`config.mk`:
```
export PLATFORM = sky130hd
export DESIGN_NAME = bitmap_run_allocator
export DESIGN_NICKNAME = d
export VERILOG_FILES = /design/src/rtl/bra_pkg.sv /design/src/rtl/bitmap_run_allocator.sv /design/src/rtl/bra_ctrl.sv /design/src/rtl/bra_datapath.sv
export SDC_FILE = /design/constraint.sdc
export NUM_CORES = 1
export LEC_CHECK = 0
export ABC_AREA = 1
export CAP_MARGIN = 20
export CORE_ASPECT_RATIO = 0.5
export CORE_MARGIN = 2
export CORE_UTILIZATION = 50
export DETAILED_ROUTE_END_ITERATION = 10
export DONT_BUFFER_PORTS = 1
export GPL_TIMING_DRIVEN = 0
export HOLD_SLACK_MARGIN = 0.15
export PLACE_DENSITY = 0.68
export SLEW_MARGIN = 40
export SYNTH_ARGS = -nofsm -noshare
export SYNTH_HDL_FRONTEND = slang
export SYNTH_SLANG_ARGS = --single-unit
export TNS_END_PERCENT = 30
```
`constraint.sdc`:
```
create_clock -name clk -period 7.1 [get_ports clk]
set_input_delay 2.13 -clock clk [delete_from_list [all_inputs] [get_ports clk]]
set_output_delay 2.13 -clock clk [all_outputs]
set_load 0.01 [all_outputs]
```
`src/rtl/bra_pkg.sv`:
```
// Shared constants and controller/datapath interface types for the run allocator.
`default_nettype none

package bra_pkg;

  // Map storage word: sixteen allocation units per memory word.
  localparam int WORD_BITS  = 16;
  localparam int WORD_SHIFT = 4;

  // Request actions.
  localparam logic [1:0] ACT_ALLOC   = 2'd0;
  localparam logic [1:0] ACT_FREE    = 2'd1;
  localparam logic [1:0] ACT_REALLOC = 2'd2;

  // Result status codes.
  localparam logic [1:0] ST_OK        = 2'd0;
  localparam logic [1:0] ST_NO_SPACE  = 2'd1;
  localparam logic [1:0] ST_BAD_RANGE = 2'd2;

  // Commands from the controller to the datapath.
  typedef struct packed {
    logic       load_req;
    logic       clr_write;
    logic       addr_zero;
    logic       addr_inc;
    logic       range_free;
    logic       scan_init;
    logic       scan_eval;
    logic       rmw_clear;
    logic       rmw_set;
    logic       code_load;
    logic [1:0] code;
    logic       res_load;
  } cmd_t;

  // Status from the datapath to the controller.
  typedef struct packed {
    logic [1:0] act;
    logic       req_ok;
    logic       clr_last;
    logic       rmw_last;
    logic       scan_hit;
    logic       scan_last;
    logic       res_free;
  } sts_t;

endpackage

`default_nettype wire

```
`src/rtl/bitmap_run_allocator.sv`:
```
// Top level of the first-fit bitmap run allocator.
`default_nettype none

// First-fit run allocator over a bitmap of MAP_UNITS units, sixteen units to a
// memory word. Each input word is one request (allocate, free, or free then
// allocate) and yields exactly one result word with a status, the start of the
// allocated run and the free count after the request. After reset the block
// runs a clearing pass, writing one map word a cycle, and holds in_ready low
// until it is done. One request is in progress at a time. A request is first
// taken and checked. A free then primes the map read and clears the range
// one map word at a time; an allocation primes the read, scans map words from
// unit 0 until the first run that fits, then primes the read again and marks
// each word that the run covers; a reallocate does the free and then the
// allocation. A final step posts the result, waiting while the output
// register still holds an earlier one. A finished result sits in an output
// register, so the next request is taken while the previous result waits for
// out_ready. A bad operand (zero count, range past the end, unknown action)
// reports bad_range and changes nothing; an allocation that finds no run
// reports no_space and leaves the map alone, though the free half of a
// reallocate stays done.
module bitmap_run_allocator #(
  parameter int MAP_UNITS = 256
) (
  input  wire logic       clk,
  input  wire logic       rst,
  input  wire logic       in_valid,
  output logic            in_ready,
  input  wire logic [1:0] action,
  input  wire logic [7:0] start_index,
  input  wire logic [8:0] count,
  input  wire logic [8:0] realloc_count,
  output logic            out_valid,
  input  wire logic       out_ready,
  output logic [1:0]      status,
  output logic [7:0]      first_index,
  output logic [8:0]      free_units
);

  bra_pkg::cmd_t cmd;
  bra_pkg::sts_t sts;

  // The controller sequences each request; the datapath owns the map and counters.
  bra_ctrl u_ctrl (
    .clk      (clk),
    .rst      (rst),
    .in_valid (in_valid),
    .in_ready (in_ready),
    .sts      (sts),
    .cmd      (cmd)
  );

  bra_datapath #(
    .MAP_UNITS (MAP_UNITS)
  ) u_datapath (
    .clk           (clk),
    .rst           (rst),
    .cmd           (cmd),
    .sts           (sts),
    .action        (action),
    .start_index   (start_index),
    .count         (count),
    .realloc_count (realloc_count),
    .out_ready     (out_ready),
    .out_valid     (out_valid),
    .status        (status),
    .first_index   (first_index),
    .free_units    (free_units)
  );

endmodule

`default_nettype wire

```
`src/rtl/bra_ctrl.sv`:
```
// Request sequencer of the run allocator: clearing pass, free, scan and mark phases.
`default_nettype none

module bra_ctrl (
  input  wire logic          clk,
  input  wire logic          rst,
  input  wire logic          in_valid,
  output logic               in_ready,
  input  wire bra_pkg::sts_t sts,
  output bra_pkg::cmd_t      cmd
);

  localparam logic [3:0] S_CLEAR      = 4'd0;
  localparam logic [3:0] S_IDLE       = 4'd1;
  localparam logic [3:0] S_CHECK      = 4'd2;
  localparam logic [3:0] S_FREE_PRIME = 4'd3;
  localparam logic [3:0] S_FREE_RUN   = 4'd4;
  localparam logic [3:0] S_SCAN_PRIME = 4'd5;
  localparam logic [3:0] S_SCAN_RUN   = 4'd6;
  localparam logic [3:0] S_MARK_PRIME = 4'd7;
  localparam logic [3:0] S_MARK_RUN   = 4'd8;
  localparam logic [3:0] S_DONE       = 4'd9;

  logic [3:0] state;
  logic [3:0] state_next;

  always_ff @(posedge clk) begin
    if (rst) begin
      state <= S_CLEAR;
    end else begin
      state <= state_next;
    end
  end

  always_comb begin
    cmd        = '0;
    in_ready   = 1'b0;
    state_next = state;
    case (state)
      S_CLEAR: begin
        cmd.clr_write = 1'b1;
        if (sts.clr_last) begin
          state_next = S_IDLE;
        end
      end
      S_IDLE: begin
        in_ready = 1'b1;
        if (in_valid) begin
          cmd.load_req = 1'b1;
          state_next   = S_CHECK;
        end
      end
      S_CHECK: begin
        if (!sts.req_ok) begin
          cmd.code_load = 1'b1;
          cmd.code      = bra_pkg::ST_BAD_RANGE;
          state_next    = S_DONE;
        end else if (sts.act == bra_pkg::ACT_ALLOC) begin
          cmd.addr_zero = 1'b1;
          cmd.scan_init = 1'b1;
          state_next    = S_SCAN_PRIME;
        end else begin
          cmd.range_free = 1'b1;
          state_next     = S_FREE_PRIME;
        end
      end
      S_FREE_PRIME: begin
        cmd.addr_inc = 1'b1;
        state_next   = S_FREE_RUN;
      end
      S_FREE_RUN: begin
        cmd.rmw_clear = 1'b1;
        cmd.addr_inc  = 1'b1;
        if (sts.rmw_last) begin
          if (sts.act == bra_pkg::ACT_REALLOC) begin
            cmd.addr_zero = 1'b1;
            cmd.scan_init = 1'b1;
            state_next    = S_SCAN_PRIME;
          end else begin
            cmd.code_load = 1'b1;
            cmd.code      = bra_pkg::ST_OK;
            state_next    = S_DONE;
          end
        end
      end
      S_SCAN_PRIME: begin
        cmd.addr_inc = 1'b1;
        state_next   = S_SCAN_RUN;
      end
      S_SCAN_RUN: begin
        cmd.scan_eval = 1'b1;
        cmd.addr_inc  = 1'b1;
        if (sts.scan_hit) begin
          state_next = S_MARK_PRIME;
        end else if (sts.scan_last) begin
          cmd.code_load = 1'b1;
          cmd.code      = bra_pkg::ST_NO_SPACE;
          state_next    = S_DONE;
        end
      end
      S_MARK_PRIME: begin
        cmd.addr_inc = 1'b1;
        state_next   = S_MARK_RUN;
      end
      S_MARK_RUN: begin
        cmd.rmw_set  = 1'b1;
        cmd.addr_inc = 1'b1;
        if (sts.rmw_last) begin
          cmd.code_load = 1'b1;
          cmd.code      = bra_pkg::ST_OK;
          state_next    = S_DONE;
        end
      end
      S_DONE: begin
        if (sts.res_free) begin
          cmd.res_load = 1'b1;
          state_next   = S_IDLE;
        end
      end
      default: begin
        state_next = S_IDLE;
      end
    endcase
  end

endmodule

`default_nettype wire

```
`src/rtl/bra_datapath.sv`:
```
// Map memory, word scanner, range read-modify-write and result register of the allocator.
`default_nettype none

module bra_datapath #(
  parameter int MAP_UNITS = 256
) (
  input  wire logic          clk,
  input  wire logic          rst,
  input  wire bra_pkg::cmd_t cmd,
  output bra_pkg::sts_t      sts,
  input  wire logic [1:0]    action,
  input  wire logic [7:0]    start_index,
  input  wire logic [8:0]    count,
  input  wire logic [8:0]    realloc_count,
  input  wire logic          out_ready,
  output logic               out_valid,
  output logic [1:0]         status,
  output logic [7:0]         first_index,
  output logic [8:0]         free_units
);

  localparam int WB    = bra_pkg::WORD_BITS;
  localparam int WS    = bra_pkg::WORD_SHIFT;
  localparam int WORDS = (MAP_UNITS + WB - 1) / WB;
  localparam int AW    = (WORDS > 1) ? $clog2(WORDS) : 1;
  localparam int IW    = AW + WS;
  localparam int FW    = $clog2(MAP_UNITS + 1);
  localparam int RW    = FW + 1;
  localparam int LW    = $clog2(WB + 1);

  function automatic logic [LW-1:0] pop_word(input logic [WB-1:0] v);
    logic [LW-1:0] s;
    s = '0;
    for (int i = 0; i < WB; i++) begin
      s = s + LW'(v[i]);
    end
    return s;
  endfunction

  // Request registers.
  logic [1:0] act_q;
  logic [7:0] start_q;
  logic [8:0] n_q;
  logic [8:0] rn_q;

  // Map memory and its read pipeline.
  logic [WB-1:0] map_mem [WORDS];
  logic [WB-1:0] rd_data;
  logic [AW-1:0] addr;
  logic [AW-1:0] word_q;
  logic          wr_en;
  logic [AW-1:0] wr_addr;
  logic [WB-1:0] wr_data;

  // Range and scan state.
  logic [IW-1:0] lo;
  logic [IW-1:0] hi;
  logic [RW-1:0] r;
  logic [IW-1:0] head_c;
  logic [IW-1:0] head_q;
  logic [FW-1:0] free_total;
  logic [1:0]    code_q;

  // Result register.
  logic          res_valid;
  logic [1:0]    res_status;
  logic [7:0]    res_first;
  logic [8:0]    res_free;

  // Combinational helpers.
  logic [8:0]    alen;
  logic [31:0]   alen32;
  logic [31:0]   n32;
  logic [31:0]   rn32;
  logic [31:0]   start32;
  logic [31:0]   end32;
  logic [31:0]   end_m1;
  logic          free_ok;
  logic          alloc_ok;
  logic          realloc_ok;
  logic          req_ok;
  logic [IW-1:0] base;
  logic [WB-1:0] view;
  logic [WB-1:0] rmask;
  logic [31:0]   k32;
  logic [31:0]   km32;
  logic [31:0]   nm32;
  logic          carry_hit;
  logic [WB-1:0] win;
  logic [WB-1:0] lowest;
  logic [WS-1:0] widx;
  logic          win_hit;
  logic          scan_hit;
  logic [IW-1:0] found_head;
  logic [LW-1:0] tail_free;
  logic [LW-1:0] flipped;
  logic [31:0]   head32;
  logic [31:0]   free32;

  assign alen    = (act_q == bra_pkg::ACT_ALLOC) ? n_q : rn_q;
  assign alen32  = {23'd0, alen};
  assign n32     = {23'd0, n_q};
  assign rn32    = {23'd0, rn_q};
  assign start32 = {24'd0, start_q};
  assign end32   = start32 + n32;
  assign end_m1  = end32 - 32'd1;

  assign free_ok    = (n_q != 9'd0) && (end32 <= 32'(MAP_UNITS));
  assign alloc_ok   = (n_q != 9'd0) && (n32 <= 32'(MAP_UNITS));
  assign realloc_ok = (rn_q != 9'd0) && (rn32 <= 32'(MAP_UNITS));

  always_comb begin
    case (act_q)
      bra_pkg::ACT_ALLOC:   req_ok = alloc_ok;
      bra_pkg::ACT_FREE:    req_ok = free_ok;
      bra_pkg::ACT_REALLOC: req_ok = free_ok && realloc_ok;
      default:              req_ok = 1'b0;
    endcase
  end

  always_ff @(posedge clk) begin
    if (cmd.load_req) begin
      act_q   <= action;
      start_q <= start_index;
      n_q     <= count;
      rn_q    <= realloc_count;
    end
  end

  // Unit index of bit 0 of the word now on the read port.
  assign base = {word_q, {WS{1'b0}}};

  // Units past the end of the map read as used; range mask of the current operation.
  always_comb begin
    for (int j = 0; j < WB; j++) begin
      view[j]  = rd_data[j] | ~((32'(base) + 32'(j)) < 32'(MAP_UNITS));
      rmask[j] = ((32'(base) + 32'(j)) >= 32'(lo)) && ((32'(base) + 32'(j)) <= 32'(hi));
    end
  end

  // A run carried in from earlier words completes here when its remaining
  // length fits in the free low bits of this word.
  assign k32       = alen32 - 32'(r);
  assign km32      = (32'd1 << k32[4:0]) - 32'd1;
  assign carry_hit = (k32 <= 32'(WB)) && ((view & km32[WB-1:0]) == '0);

  // Runs that start and end inside this word.
  assign nm32 = (32'd1 << alen32[4:0]) - 32'd1;
  always_comb begin
    for (int i = 0; i < WB; i++) begin
      win[i] = ((alen32 + 32'(i)) <= 32'(WB)) &&
               (((nm32 << i) & {{(32 - WB){1'b0}}, view}) == 32'd0);
    end
  end

  assign lowest  = win & (~win + 1'b1);
  assign win_hit = |win;

  always_comb begin
    widx = '0;
    for (int i = 0; i < WB; i++) begin
      widx = widx | (lowest[i] ? WS'(i) : '0);
    end
  end

  assign scan_hit = carry_hit || win_hit;

  always_comb begin
    if (carry_hit) begin
      found_head = (r == '0) ? base : head_c;
    end else begin
      found_head = base + IW'(widx);
    end
  end

  // Free units at the top of the word, carried into the next word.
  always_comb begin
    tail_free = '0;
    for (int i = 1; i <= WB; i++) begin
      tail_free = tail_free + LW'((view >> (WB - i)) == '0);
    end
  end

  assign flipped = cmd.rmw_set ? pop_word(~rd_data & rmask) : pop_word(rd_data & rmask);

  assign wr_en   = cmd.clr_write || cmd.rmw_clear || cmd.rmw_set;
  assign wr_addr = cmd.clr_write ? addr : word_q;
  assign wr_data = cmd.clr_write ? '0 :
                   cmd.rmw_set   ? (rd_data | rmask) : (rd_data & ~rmask);

  always_ff @(posedge clk) begin
    if (wr_en) begin
      map_mem[wr_addr] <= wr_data;
    end
    rd_data <= map_mem[addr];
    word_q  <= addr;
  end

  always_ff @(posedge clk) begin
    if (rst) begin
      addr <= '0;
    end else if (cmd.scan_eval && scan_hit) begin
      addr <= found_head[IW-1:WS];
    end else if (cmd.range_free) begin
      addr <= start32[IW-1:WS];
    end else if (cmd.addr_zero) begin
      addr <= '0;
    end else if (cmd.addr_inc || cmd.clr_write) begin
      addr <= addr + 1'b1;
    end
  end

  always_ff @(posedge clk) begin
    if (cmd.range_free) begin
      lo <= start32[IW-1:0];
      hi <= end_m1[IW-1:0];
    end else if (cmd.scan_eval && scan_hit) begin
      lo     <= found_head;
      hi     <= found_head + alen32[IW-1:0] - 1'b1;
      head_q <= found_head;
    end
    if (cmd.scan_init) begin
      r <= '0;
    end else if (cmd.scan_eval && !scan_hit) begin
      if (view == '0) begin
        r <= r + RW'(WB);
        if (r == '0) begin
          head_c <= base;
        end
      end else begin
        r      <= RW'(tail_free);
        head_c <= base + IW'(WB) - IW'(tail_free);
      end
    end
    if (cmd.code_load) begin
      code_q <= cmd.code;
    end
  end

  always_ff @(posedge clk) begin
    if (rst) begin
      free_total <= FW'(MAP_UNITS);
    end else if (cmd.rmw_clear) begin
      free_total <= free_total + FW'(flipped);
    end else if (cmd.rmw_set) begin
      free_total <= free_total - FW'(flipped);
    end
  end

  assign head32 = 32'(head_q);
  assign free32 = 32'(free_total);

  always_ff @(posedge clk) begin
    if (rst) begin
      res_valid <= 1'b0;
    end else if (cmd.res_load) begin
      res_valid <= 1'b1;
    end else if (out_ready) begin
      res_valid <= 1'b0;
    end
    if (cmd.res_load) begin
      res_status <= code_q;
      res_first  <= ((code_q == bra_pkg::ST_OK) && (act_q != bra_pkg::ACT_FREE)) ?
                    head32[7:0] : 8'd0;
      res_free   <= free32[8:0];
    end
  end

  assign out_valid   = res_valid;
  assign status      = res_status;
  assign first_index = res_first;
  assign free_units  = res_free;

  assign sts.act       = act_q;
  assign sts.req_ok    = req_ok;
  assign sts.clr_last  = (addr == AW'(WORDS - 1));
  assign sts.rmw_last  = (word_q == hi[IW-1:WS]);
  assign sts.scan_hit  = scan_hit;
  assign sts.scan_last = (word_q == AW'(WORDS - 1));
  assign sts.res_free  = !res_valid || out_ready;

`ifndef SYNTHESIS
  a_mark_only_free: assert property (@(posedge clk) disable iff (rst)
    cmd.rmw_set |-> ((rd_data & rmask) == '0))
    else $error("allocated run overlaps units already in use");

  a_hit_in_map: assert property (@(posedge clk) disable iff (rst)
    (cmd.scan_eval && scan_hit) |-> ((32'(found_head) + alen32) <= 32'(MAP_UNITS)))
    else $error("found run extends past the end of the map");

  a_run_below_len: assert property (@(posedge clk) disable iff (rst)
    cmd.scan_eval |-> (32'(r) < alen32))
    else $error("carried run reached the requested length without a hit");

  a_free_bound: assert property (@(posedge clk) disable iff (rst)
    cmd.rmw_clear |=> ((free_total >= $past(free_total)) &&
                       (32'(free_total) <= 32'(MAP_UNITS))))
    else $error("free count out of range after a release");
`endif

endmodule

`default_nettype wire
```
# Word-level counts from Yosys, hierarchy flattened

Memories as Yosys holds them, arrays and structs flattened. A register that Yosys moved wholly into a read port is not among the register bits.
Index checks and enable logic that the tools add are counted.

Bits in registers: 113
Memory bits (writable): 256
Input bits: 32
Output and inout port bits: 21
Word-level logic and storage cells: 444
Memories kept: 1

Memory list:

| memory             | words | bits a word | read ports | clocked after memory_dff | wr ports | line               | text |
|---|---|---|---|---|---|---|---|
| u_datapath.map_mem | 16    | 16          | 1          | 1                        | 1        | bra_datapath.sv:47 | `logic [WB-1:0] map_mem [WORDS];` |

Add/subtract/negate cells: 90
$lt $le $gt $ge: 68
Eq/ne operators: 21
Shift-type cells: 2
Mux-type cells: 76
Bitwise logic cells: 73
Reductions and logical operators: 95

Operator list:

| operator                | number |
|---|---|
| $and A32 B16 Y32        | 16 |
| $le A32 B5 Y1 const B   | 16 |
| $logic_not A32 Y1       | 16 |
| $ge A32 B8 Y1           | 15 |
| $le A32 B8 Y1           | 15 |
| $lt A32 B9 Y1 const B   | 15 |
| $logic_not A16 Y1       | 17 |
| $add A5 B1 Y5           | 42 |
| $mux W4                 | 22 |
| $add A9 B4 Y10 const B  | 8 |
| $and A16 B16 Y16        | 5 |
| $add A8 B4 Y9 const B   | 8 |
| $mux W8                 | 7 |
| $or A4 B4 Y4            | 14 |
| $not A16 Y16            | 3 |
| $add A9 B3 Y10 const B  | 4 |
| $logic_and A1 B1 Y1     | 40 |
| $pmux W4 S10            | 1 |
| $add A8 B3 Y9 const B   | 4 |
| $mux W3                 | 11 |
| $mux W16                | 2 |
| $shl A1 B5 Y32 const A  | 1 |
| $sub A32 B1 Y32 const B | 1 |
| $mux W9                 | 3 |
| other kinds (57)        | 139 |

# Depth between registers and ports, before layout

Gate-level depths: netlist of the first run.

Word-level depth: 31
Depth in mapped cells: 44
Mapped depth without buffers: 44

# By module

From an unflattened synthesis of the first run, not the netlist that was laid out.

Cells, all modules: 2793
Area, all modules: 23674.0 um^2

Modules (own cells, without submodules):

| module       | times used | cells each | area an instance (um^2) | seq. area each (um^2) |
|---|---|---|---|---|
| bra_datapath | 1          | 2693       | 23152.2                 | 11000.6 |
| bra_ctrl     | 1          | 100        | 521.8                   | 80.1 |

# Worst setup path before layout of the first run

Ideal clock, no wire load.

Path kind: register to register
Start point: reg u_datapath.word_q[3]
End point: reg u_datapath.free_total[8]
Setup time: 0.116 ns
Arrival: 7.345 ns
Required time: 6.984 ns
Setup slack: -0.361 ns
Stages on the path, launching flop included: 42
Buffers on the path: 0
Clock period less this slack: 7.461 ns
Cells stage by stage: dfxtp_1 -> ha_1 -> nand2_1 -> nor2_1 -> nand2_1 -> nor2_1 -> inv_1 -> nor2_1 -> nand2_1 -> nand2_1 -> o21ai_0 -> o211ai_1 -> nor2_1 -> ha_1 -> inv_1 -> fa_1 -> fa_1 -> fa_1 -> [6 not listed] -> nand2_1 -> ha_1 -> nand2_1 -> o21ai_0 -> fa_1 -> nand3_1 -> nand2_1 -> a21oi_1 -> nor2_1 -> nor2_1 -> inv_1 -> a21oi_1 -> inv_1 -> a21oi_1 -> xor2_1 -> nor3_1 -> nor2_1 -> nand2_1

Word-level cells in the longest chain between the ends: 23
Elaborated cells on any way between the ends: 100
Those cells by class: add/sub (47); order compare (32); mux (3); bitwise (2); reduce/logical (16)

Ends and longest elaborated chain:

| item                                                  | line                | text |
|---|---|---|
| start, declared                                       | bra_datapath.sv:50  | `logic [AW-1:0] word_q;` |
| start signal, assigned                                | bra_datapath.sv:196 | `word_q <= addr;` |
| $add A8 B1 Y9                                         | bra_datapath.sv:137 | `rmask[j] = ((32'(base) + 32'(j)) >= 32'(lo)) && ((32'(base) + 32'(j)) <= 32'(hi));` |
| $ge A32 B8 Y1 / $le A32 B8 Y1 (equally long branches) | bra_datapath.sv:137 |  |
| $logic_and A1 B1 Y1                                   | bra_datapath.sv:137 |  |
| $and A16 B16 Y16                                      | bra_datapath.sv:184 | `assign flipped = cmd.rmw_set ? pop_word(~rd_data & rmask) : pop_word(rd_data & rmask);` |
| $add A1 B1 Y2                                         | bra_datapath.sv:35  | `s = s + LW'(v[i]);` |
| $add A5 B1 Y5 (14 in a row)                           | bra_datapath.sv:35  |  |
| $mux W5 (*)                                           | bra_datapath.sv:184 |  |
| $sub A9 B5 Y9                                         | bra_datapath.sv:246 | `free_total <= free_total - FW'(flipped);` |
| $mux W9                                               | bra_datapath.sv:245 | `end else if (cmd.rmw_set) begin` |
| $mux W9 (*)                                           | bra_datapath.sv:243 | `end else if (cmd.rmw_clear) begin` |
| end signal, assigned                                  | bra_datapath.sv:242 | `free_total <= FW'(MAP_UNITS);` |
| end signal, assigned                                  | bra_datapath.sv:244 | `free_total <= free_total + FW'(flipped);` |
| end signal, assigned                                  | bra_datapath.sv:246 |  |
| end, declared                                         | bra_datapath.sv:61  | `logic [FW-1:0] free_total;` |

Every way passes the cells marked *; elsewhere a longest branch is shown, timed or not. The select of a mux whose other input is x is not followed.
A chain may end at the register's enable or synchronous reset.

# Worst setup path after layout of the first run

Start point: reg u_datapath.word_q[2]
End point: reg u_datapath.free_total[8]

The elaborated chain is that of the path after synthesis.

==> key figures, run 1 <==
Status
  • Status: finished with violations
  • Failing checks: setup timing

Power
  • Net Switching: 3490 uW
  • Internal power: 4930 uW
  • Final Power: 8420 uW
  • Sequential share of power: 0.363
  • VDD IR-drop max: 197 uV
  • Combinational share of power: 0.405
  • PwrDens: 312 mW/mm^2
  • Sw Share: 0.414
  • Pleak: 0.0111 uW
  • Clk pwr share: 0.231

Drt
  • WL per Instance: 22.2 microns
  • Routed via count: 21300
  • Post-route DRC violation count: 0
  • Via density per instance: 5.96
  • Drt initial violations: 2672
  • WL final: 79.4 mm
  • DRT Pass-1 Iters: 8
  • Routed Antenna Nets: 0

Die
  • Die Wd: 312 microns
  • Die area: 0.0494 sq mm
  • I/O pins: 53
  • Die height: 158 microns
  • Core Rows: 56
  • Initial Utilization: 0.507
  • Core area: 0.0469 sq mm

Clocking
  • CTS tree: built
  • Hold-fix buffer count after cts: 0
  • Sink Count: 385
  • H-tree levels: 2
  • CTS clk-pin slew, worst paths: 0.07 ns
  • Num CTS Buffers: 37
  • Root buffer cell: clkbuf_16
  • CTS max path bufs: 3
  • Clk_lat worst skew: 0.57 ns

Worst hold path
  • Hold Crit Class: register to register
  • Worst hold start: u_datapath.addr[2]

STA
  • Max Clock Skew: 0.0322 ns
  • Fin crit share: 1.06
  • Slew Limit Fails: 0
  • Final hold viol count: 0
  • Max Freq: 133 MHz
  • Setup slack after layout: -0.415 ns
  • Post-layout min period: 7.52 ns
  • Relative slew slack: 0.319
  • Count of final setup violators: 5
  • Worst slew pin tran: 1.02 ns
  • RSZ-0062 raised after global routing: yes

Setup path
  • CP Buf/Inv Count: 7
  • Critical path startpoint: u_datapath.word_q[2]
  • Critical path's largest stage delay: 0.54 ns
  • Required time of the critical path: 7.55 ns
  • Most frequent cell on the critical path: nor2_4
  • Crit Path Max Fanout: 4
  • Reg2Reg Launch Point: u_datapath.word_q[2]
  • Startpoint Class: register
  • CP Class: register to register
  • Setup crit end kind: register
  • Worst-path cell with the longest stage delay: fa_1
  • Largest delay share family, worst path: adder cells
  • WP data arrival: 7.97 ns
  • Flop2flop setup slack: -0.42 ns

Yosys
  • Largest family of logic cells by synthesized area: simple AND/OR/NAND/NOR gates
  • Syn Inst Count: 2817
  • Post-synth EDFFs: 337
  • Synth Cell Area: 0.0238 sq mm
  • Unique masters post-synth: 60
  • FFs w/ async S/R, synth: 0
  • Syn avg cell area: 8.43 sq um
  • Post-synth top flop: edfxtp_1
  • Simple-Gate Fraction of Synth Area: 0.245
  • Ranking of synthesized cells by area: edfxtp_1, nand2_1, nor2_1
  • Complex-gate fraction of the synthesized area: 0.128
  • Synthesized-area fraction occupied by adder cells: 0.0708
  • Ys Warns: 0
  • Multiplexer share of the synthesized area: 0
  • Cell taking the most area after synthesis: edfxtp_1
  • XOR/XNOR Fraction of Synth Area: 0.0173
  • Synthesis-stage register bit count: 385
  • Syn Nets: 2963
  • Sequential-to-total area share from yosys stat: 0.466
  • Share of the synthesized area in the top cell type: 0.426

Layout
  • Fin nets: 3055
  • Area Overhead vs Synth: 13.6%
  • Commonest cells after routing, fill and taps aside: nand2_1, nor2_1, edfxtp_1
  • Commonest non-fill, non-tap cell in the layout: nand2_1
  • Layout cell share with drive strength beyond 1: 0.129
  • Layout fillers: 4174
  • Area of the multi-input gates: 0.0117 sq mm
  • Non-Filler Instances: 3576
  • Reg area: 0.0111 sq mm

GRT
  • Largest net degree at the start of global routing: 24
  • First-pass GRT wire length: 118 mm
  • GRT Residual Overflow: 0
  • Initial antenna violation count: 1
  • Number of global-route vias before repair: 19800
  • Total GRT Usage: 0.316

Placement
  • Gpl congestion: 1.07
  • Port buffer count: 0
  • DPL Wire Length: 57.6 mm
  • Cell count after placement: 3463

Flow run
  • MaxCap Viol Count: 0
[layer usage]
| layer | track usage | routed length [microns] |
|---|---|---|
| met5 | 0 | 0 |
| met4 | 0.129 | 3110 |
| met3 | 0.0669 | 8920 |
| met2 | 0.490 | 34400 |
| met1 | 0.435 | 33000 |
[power by group through the flow]
stage | clock [uW] | sequential (uW) | combinational, uW
final | 1950 | 3060 | 3410
after global routing | 2050 | 3070 | 3690
after CTS | 1960 | 3040 | 3210
after detailed placement | 0 | 3080 | 3110
after global placement | 0 | 3080 | 2950
after floorplan | 0 | 2980 | 2010
[final timing paths]
path | end | cells past startpoint
setup / recovery | u_datapath.free_total[8] | 43
hold / removal | u_datapath.word_q[2] | 0
setup reg to reg | u_datapath.free_total[8] | 43
hold reg to reg | u_datapath.word_q[2] | 0
[logic make-up (layout without fill, tap and decap cells)]
kind of cell | after synthesis | in the layout
buffers and inverters | 432 | 552
xor gates and xnor gates | 47 | 47
adders and majority gates | 114 | 114
and+or+nand+nor | 1327 | 1327
other | 0 | 1
AOI/OAI and AO/OA | 512 | 512
DFF | 385 | 385
[state kept, by name, summed over array words and instances, names as in the netlist, 9 cells and up]
signal,cells
u_datapath.rn_q,9
u_datapath.map_mem,256
u_datapath.n_q,9
u_datapath.free_total,9
u_datapath.free_units,9
u_datapath.rd_data,16
u_datapath.r,10
[area by class of cell]
cell class,instances,share of cell area
timing repair buffer,54,0.0177
antenna,1,0.0000927
multi-input combinational,2000,0.433
sequential,385,0.411
tap,638,0.0296
buffer,95,0.0172
clock buffer,47,0.0372
inverter,336,0.0471
clock inverter,20,0.00691
[cells in the mapped netlist (12+ instances only)]
cell type,count
a21oi_1,85
clkbuf_1,72
dfxtp_1,48
edfxtp_1,337
fa_1,34
ha_1,80
inv_1,320
nand2_1,528
nand2_2,18
nand3_1,207
nand3_2,12
nand4_1,34
nor2_1,438
nor2_2,20
nor3_1,27
o211ai_1,32
o21ai_0,237
o21ai_1,13
o21ai_2,16
o221ai_1,29
o22ai_1,53
xor2_1,37
[metrics by stage]
step                TNS (ns)  utilization  setup slack, ns  area (sq um)  hold slack (ns)
floorplan                  0            -           0.0603         23800            0.329
global placement       -3.14        0.525           -0.821         24600            0.333
detailed placement     -3.62        0.533           -0.898         25000            0.340
CTS                   -0.821        0.570           -0.367         26700            0.348
global route           -3.89        0.576           -0.712         27000            0.360
finish                 -1.47        0.576           -0.415         27000            0.349
[what timing repair did]
item | CTS | global route
pin swaps | 51 | 50
endpoints found under the setup margin | 12 | 11
gates cloned | 0 | 0
setup buffers | 38 | 9
gates resized for setup | 76 | 42
(Power assumes the default switching activity.)
==> inputs of run 2 (changes only) <==
--- a/config.mk
+++ b/config.mk
@@ -18,5 +18,6 @@
 export SLEW_MARGIN = 40
 export SYNTH_ARGS = -nofsm -noshare
 export SYNTH_HDL_FRONTEND = slang
+export SYNTH_HIERARCHICAL = 1
 export SYNTH_SLANG_ARGS = --single-unit
 export TNS_END_PERCENT = 30
==> key figures, run 2 <==
Drt
  • WL per Instance: 22.9 microns
  • WL final: 81.2 mm
  • Drt initial violations: 2660
  • Routed Antenna Nets: 0
  • Via density per instance: 5.96
  • DRT Pass-1 Iters: 7
  • Post-route DRC violation count: 0
  • Routed via count: 21100

Clocking
  • CTS max path bufs: 3
  • CTS clk-pin slew, worst paths: 0.06 ns
  • Clk_lat worst skew: 0.55 ns
  • CTS tree: built
  • Num CTS Buffers: 37
  • Hold-fix buffer count after cts: 0
  • Root buffer cell: clkbuf_16
  • H-tree levels: 2
  • Sink Count: 385

STA
  • Max Clock Skew: 0.0310 ns
  • RSZ-0062 raised after global routing: yes
  • Max Freq: 134 MHz
  • Setup slack after layout: -0.349 ns
  • Fin crit share: 1.05
  • Relative slew slack: 0.382
  • Final hold viol count: 0
  • Worst slew pin tran: 0.927 ns
  • Count of final setup violators: 5
  • Slew Limit Fails: 0
  • Hold slack: 0.349 ns
  • Post-layout min period: 7.45 ns

Setup path
  • Most frequent cell on the critical path: inv_1
  • Flop2flop setup slack: -0.35 ns
  • Reg2Reg Depth: 38
  • WP data arrival: 7.89 ns
  • Critical path's largest stage delay: 0.57 ns
  • Largest delay share family, worst path: adder cells
  • Required time of the critical path: 7.54 ns
  • Worst-path cell with the longest stage delay: fa_1
  • CP Class: register to register
  • Setup crit end kind: register
  • CP Buf/Inv Count: 9
  • Startpoint Class: register
  • Reg2reg end: u_datapath/free_total[7]
  • Reg2Reg Launch Point: u_datapath/word_q[3]
  • Crit Path Max Fanout: 5

Flow run
  • MaxCap Viol Count: 0

Yosys
  • Syn Inst Count: 2793
  • Synthesis-stage register bit count: 385
  • Cell taking the most area after synthesis: edfxtp_1
  • Post-synth EDFFs: 337
  • Post-synth top flop: edfxtp_1
  • Post-synth top cells: nand2_1, nor2_1, edfxtp_1, inv_1, o21ai_0
  • Unique masters post-synth: 63
  • FFs w/ async S/R, synth: 0
  • Syn avg cell area: 8.48 sq um
  • Syn Nets: 2940
  • Sequential-to-total area share from yosys stat: 0.468
  • Synth Cell Area: 0.0237 sq mm
  • Ranking of synthesized cells by area: edfxtp_1, nand2_1, nor2_1
  • Top-count cell post-synth: nand2_1
  • Share of the synthesized area in the top cell type: 0.427
  • Ys Warns: 6

Layout
  • Commonest non-fill, non-tap cell in the layout: nand2_1
  • Max FFs per register: 256
  • Top Registers: u_datapath/map_mem (256), u_datapath/rd_data (16), u_datapath/r (10)
  • Commonest cells after routing, fill and taps aside: nand2_1, nor2_1, edfxtp_1
  • Final instance area: 0.0269 sq mm
  • Fin nets: 3028
  • Layout cell share with drive strength beyond 1: 0.122
  • Biggest register: u_datapath/map_mem
  • Area Overhead vs Synth: 13.7%

Power
  • Clk pwr share: 0.348
  • Net Switching: 1810 uW
  • Combinational share of power: 0.222
  • Sw Share: 0.303
  • Sequential share of power: 0.430
  • VDD IR-drop max: 186 uV
  • Internal power: 4160 uW
  • PwrDens: 222 mW/mm^2
  • Pleak: 0.0113 uW

GRT
  • Largest net degree at the start of global routing: 22
  • First-pass GRT wire length: 121 mm
  • GRT Residual Overflow: 0
  • Number of global-route vias before repair: 19700
  • Total GRT Usage: 0.326
  • Initial antenna violation count: 2

Die
  • Initial Utilization: 0.506
  • Core Rows: 56
  • I/O pins: 53
  • Core area: 0.0468 sq mm
  • Die Wd: 312 microns
  • Die height: 158 microns
  • Die area: 0.0492 sq mm

Worst hold path
  • Worst hold start: u_datapath/addr[3]
  • Hold Path Depth: 0
  • Worst hold endpoint: u_datapath/word_q[3]
  • Hold Crit Class: register to register

Placement
  • Port buffer count: 0
  • Gpl congestion: 1.02
  • Area after DPL: 0.0250 sq mm
  • DPL Wire Length: 60.1 mm

Status
  • Status: finished with violations
  • Failing checks: setup timing
==> run 2: changes by cell type after synthesis, sizes merged, moves of 6 or more <==
cell / previous run / this run
a21oi: 86 / 92
a31oi: 3 / 12
nand2: 554 / 525
nand3: 224 / 217
nand4: 35 / 42
nor2: 467 / 459
o211ai: 32 / 38
o21ai: 269 / 252
o221ai: 29 / 43
o22ai: 53 / 35
xor2: 37 / 30
==> run 2: logic make-up after synthesis <==
kind of cell / Yosys count / synth area share
AOI/OAI and AO/OA: 517 / 0.132
xor gates and xnor gates: 40 / 0.0148
adders and majority gates: 115 / 0.0712
buffers and inverters: 437 / 0.0728
DFF: 385 / 0.468
muxes: 1 / 0.000423
and+or+nand+nor: 1298 / 0.241
==> run 2: layer usage <==
metal | global-route usage | wire [microns]
met5 | 0 | 0
met4 | 0.0955 | 2450
met3 | 0.0584 | 9030
met2 | 0.510 | 35500
met1 | 0.465 | 34200
==> run 2: worst max-delay path by stage <==
| stage | end | slack (ns) | start | cells after the start |
|---|---|---|---|---|
| CTS | u_datapath/free_total[8] | -0.51 | u_datapath/hi[7] | 44 |
| global route | u_datapath/free_total[7] | -0.73 | u_datapath/hi[7] | 42 |
| detailed placement | u_datapath/free_total[8] | -1.25 | u_datapath/word_q[3] | 43 |
| finish | u_datapath/free_total[7] | -0.35 | u_datapath/word_q[3] | 38 |
| global placement | u_datapath/free_total[8] | -1.10 | u_datapath/word_q[3] | 42 |
| floorplan | u_datapath/free_total[8] | 0.007 | u_datapath/word_q[3] | 43 |
==> run 2: what timing repair did <==
action	4_1_cts	5_1_grt
endpoints found under the setup margin	15	18
setup buffers	15	11
pin swaps	20	39
resized for setup	53	53
==> run 2: area by class of cell <==
| type | instances | area (sq um) |
|---|---|---|
| Fill cell | 4231 | 19900 |
| Multi-Input combinational cell | 1971 | 11500 |
| Sequential cell | 385 | 11100 |
| Inverter | 337 | 1270 |
| Clock buffer | 45 | 956 |
| Tap cell | 638 | 798 |
| Timing Repair Buffer | 49 | 507 |
| Buffer | 100 | 463 |
| Clock inverter | 20 | 300 |
| Antenna cell | 1 | 2.50 |
==> run 2: power groups by stage <==
stage                     logic [uW]  clock network (uW)  registers, uW
after global routing            1460                2190           2570
final                           1330                2080           2570
after floorplan                  761                   0           2580
after detailed placement        1130                   0           2610
after CTS                       1200                2100           2560
after global placement          1070                   0           2610
==> run 2: through the flow <==
| stage | power (uW) | cells | setup TNS (ns) | setup slack, ns | util |
|---|---|---|---|---|---|
| floorplan | 3340 | 2793 | 0 | 0.00704 | - |
| CTS | 5860 | 3534 | -1.33 | -0.513 | 0.568 |
| global route | 6220 | 3546 | -3.88 | -0.729 | 0.575 |
| detailed placement | 3740 | 3454 | -8.06 | -1.25 | 0.535 |
| finish | 5970 | 3546 | -1.09 | -0.349 | 0.575 |
| global placement | 3680 | 3431 | -7.47 | -1.10 | 0.523 |
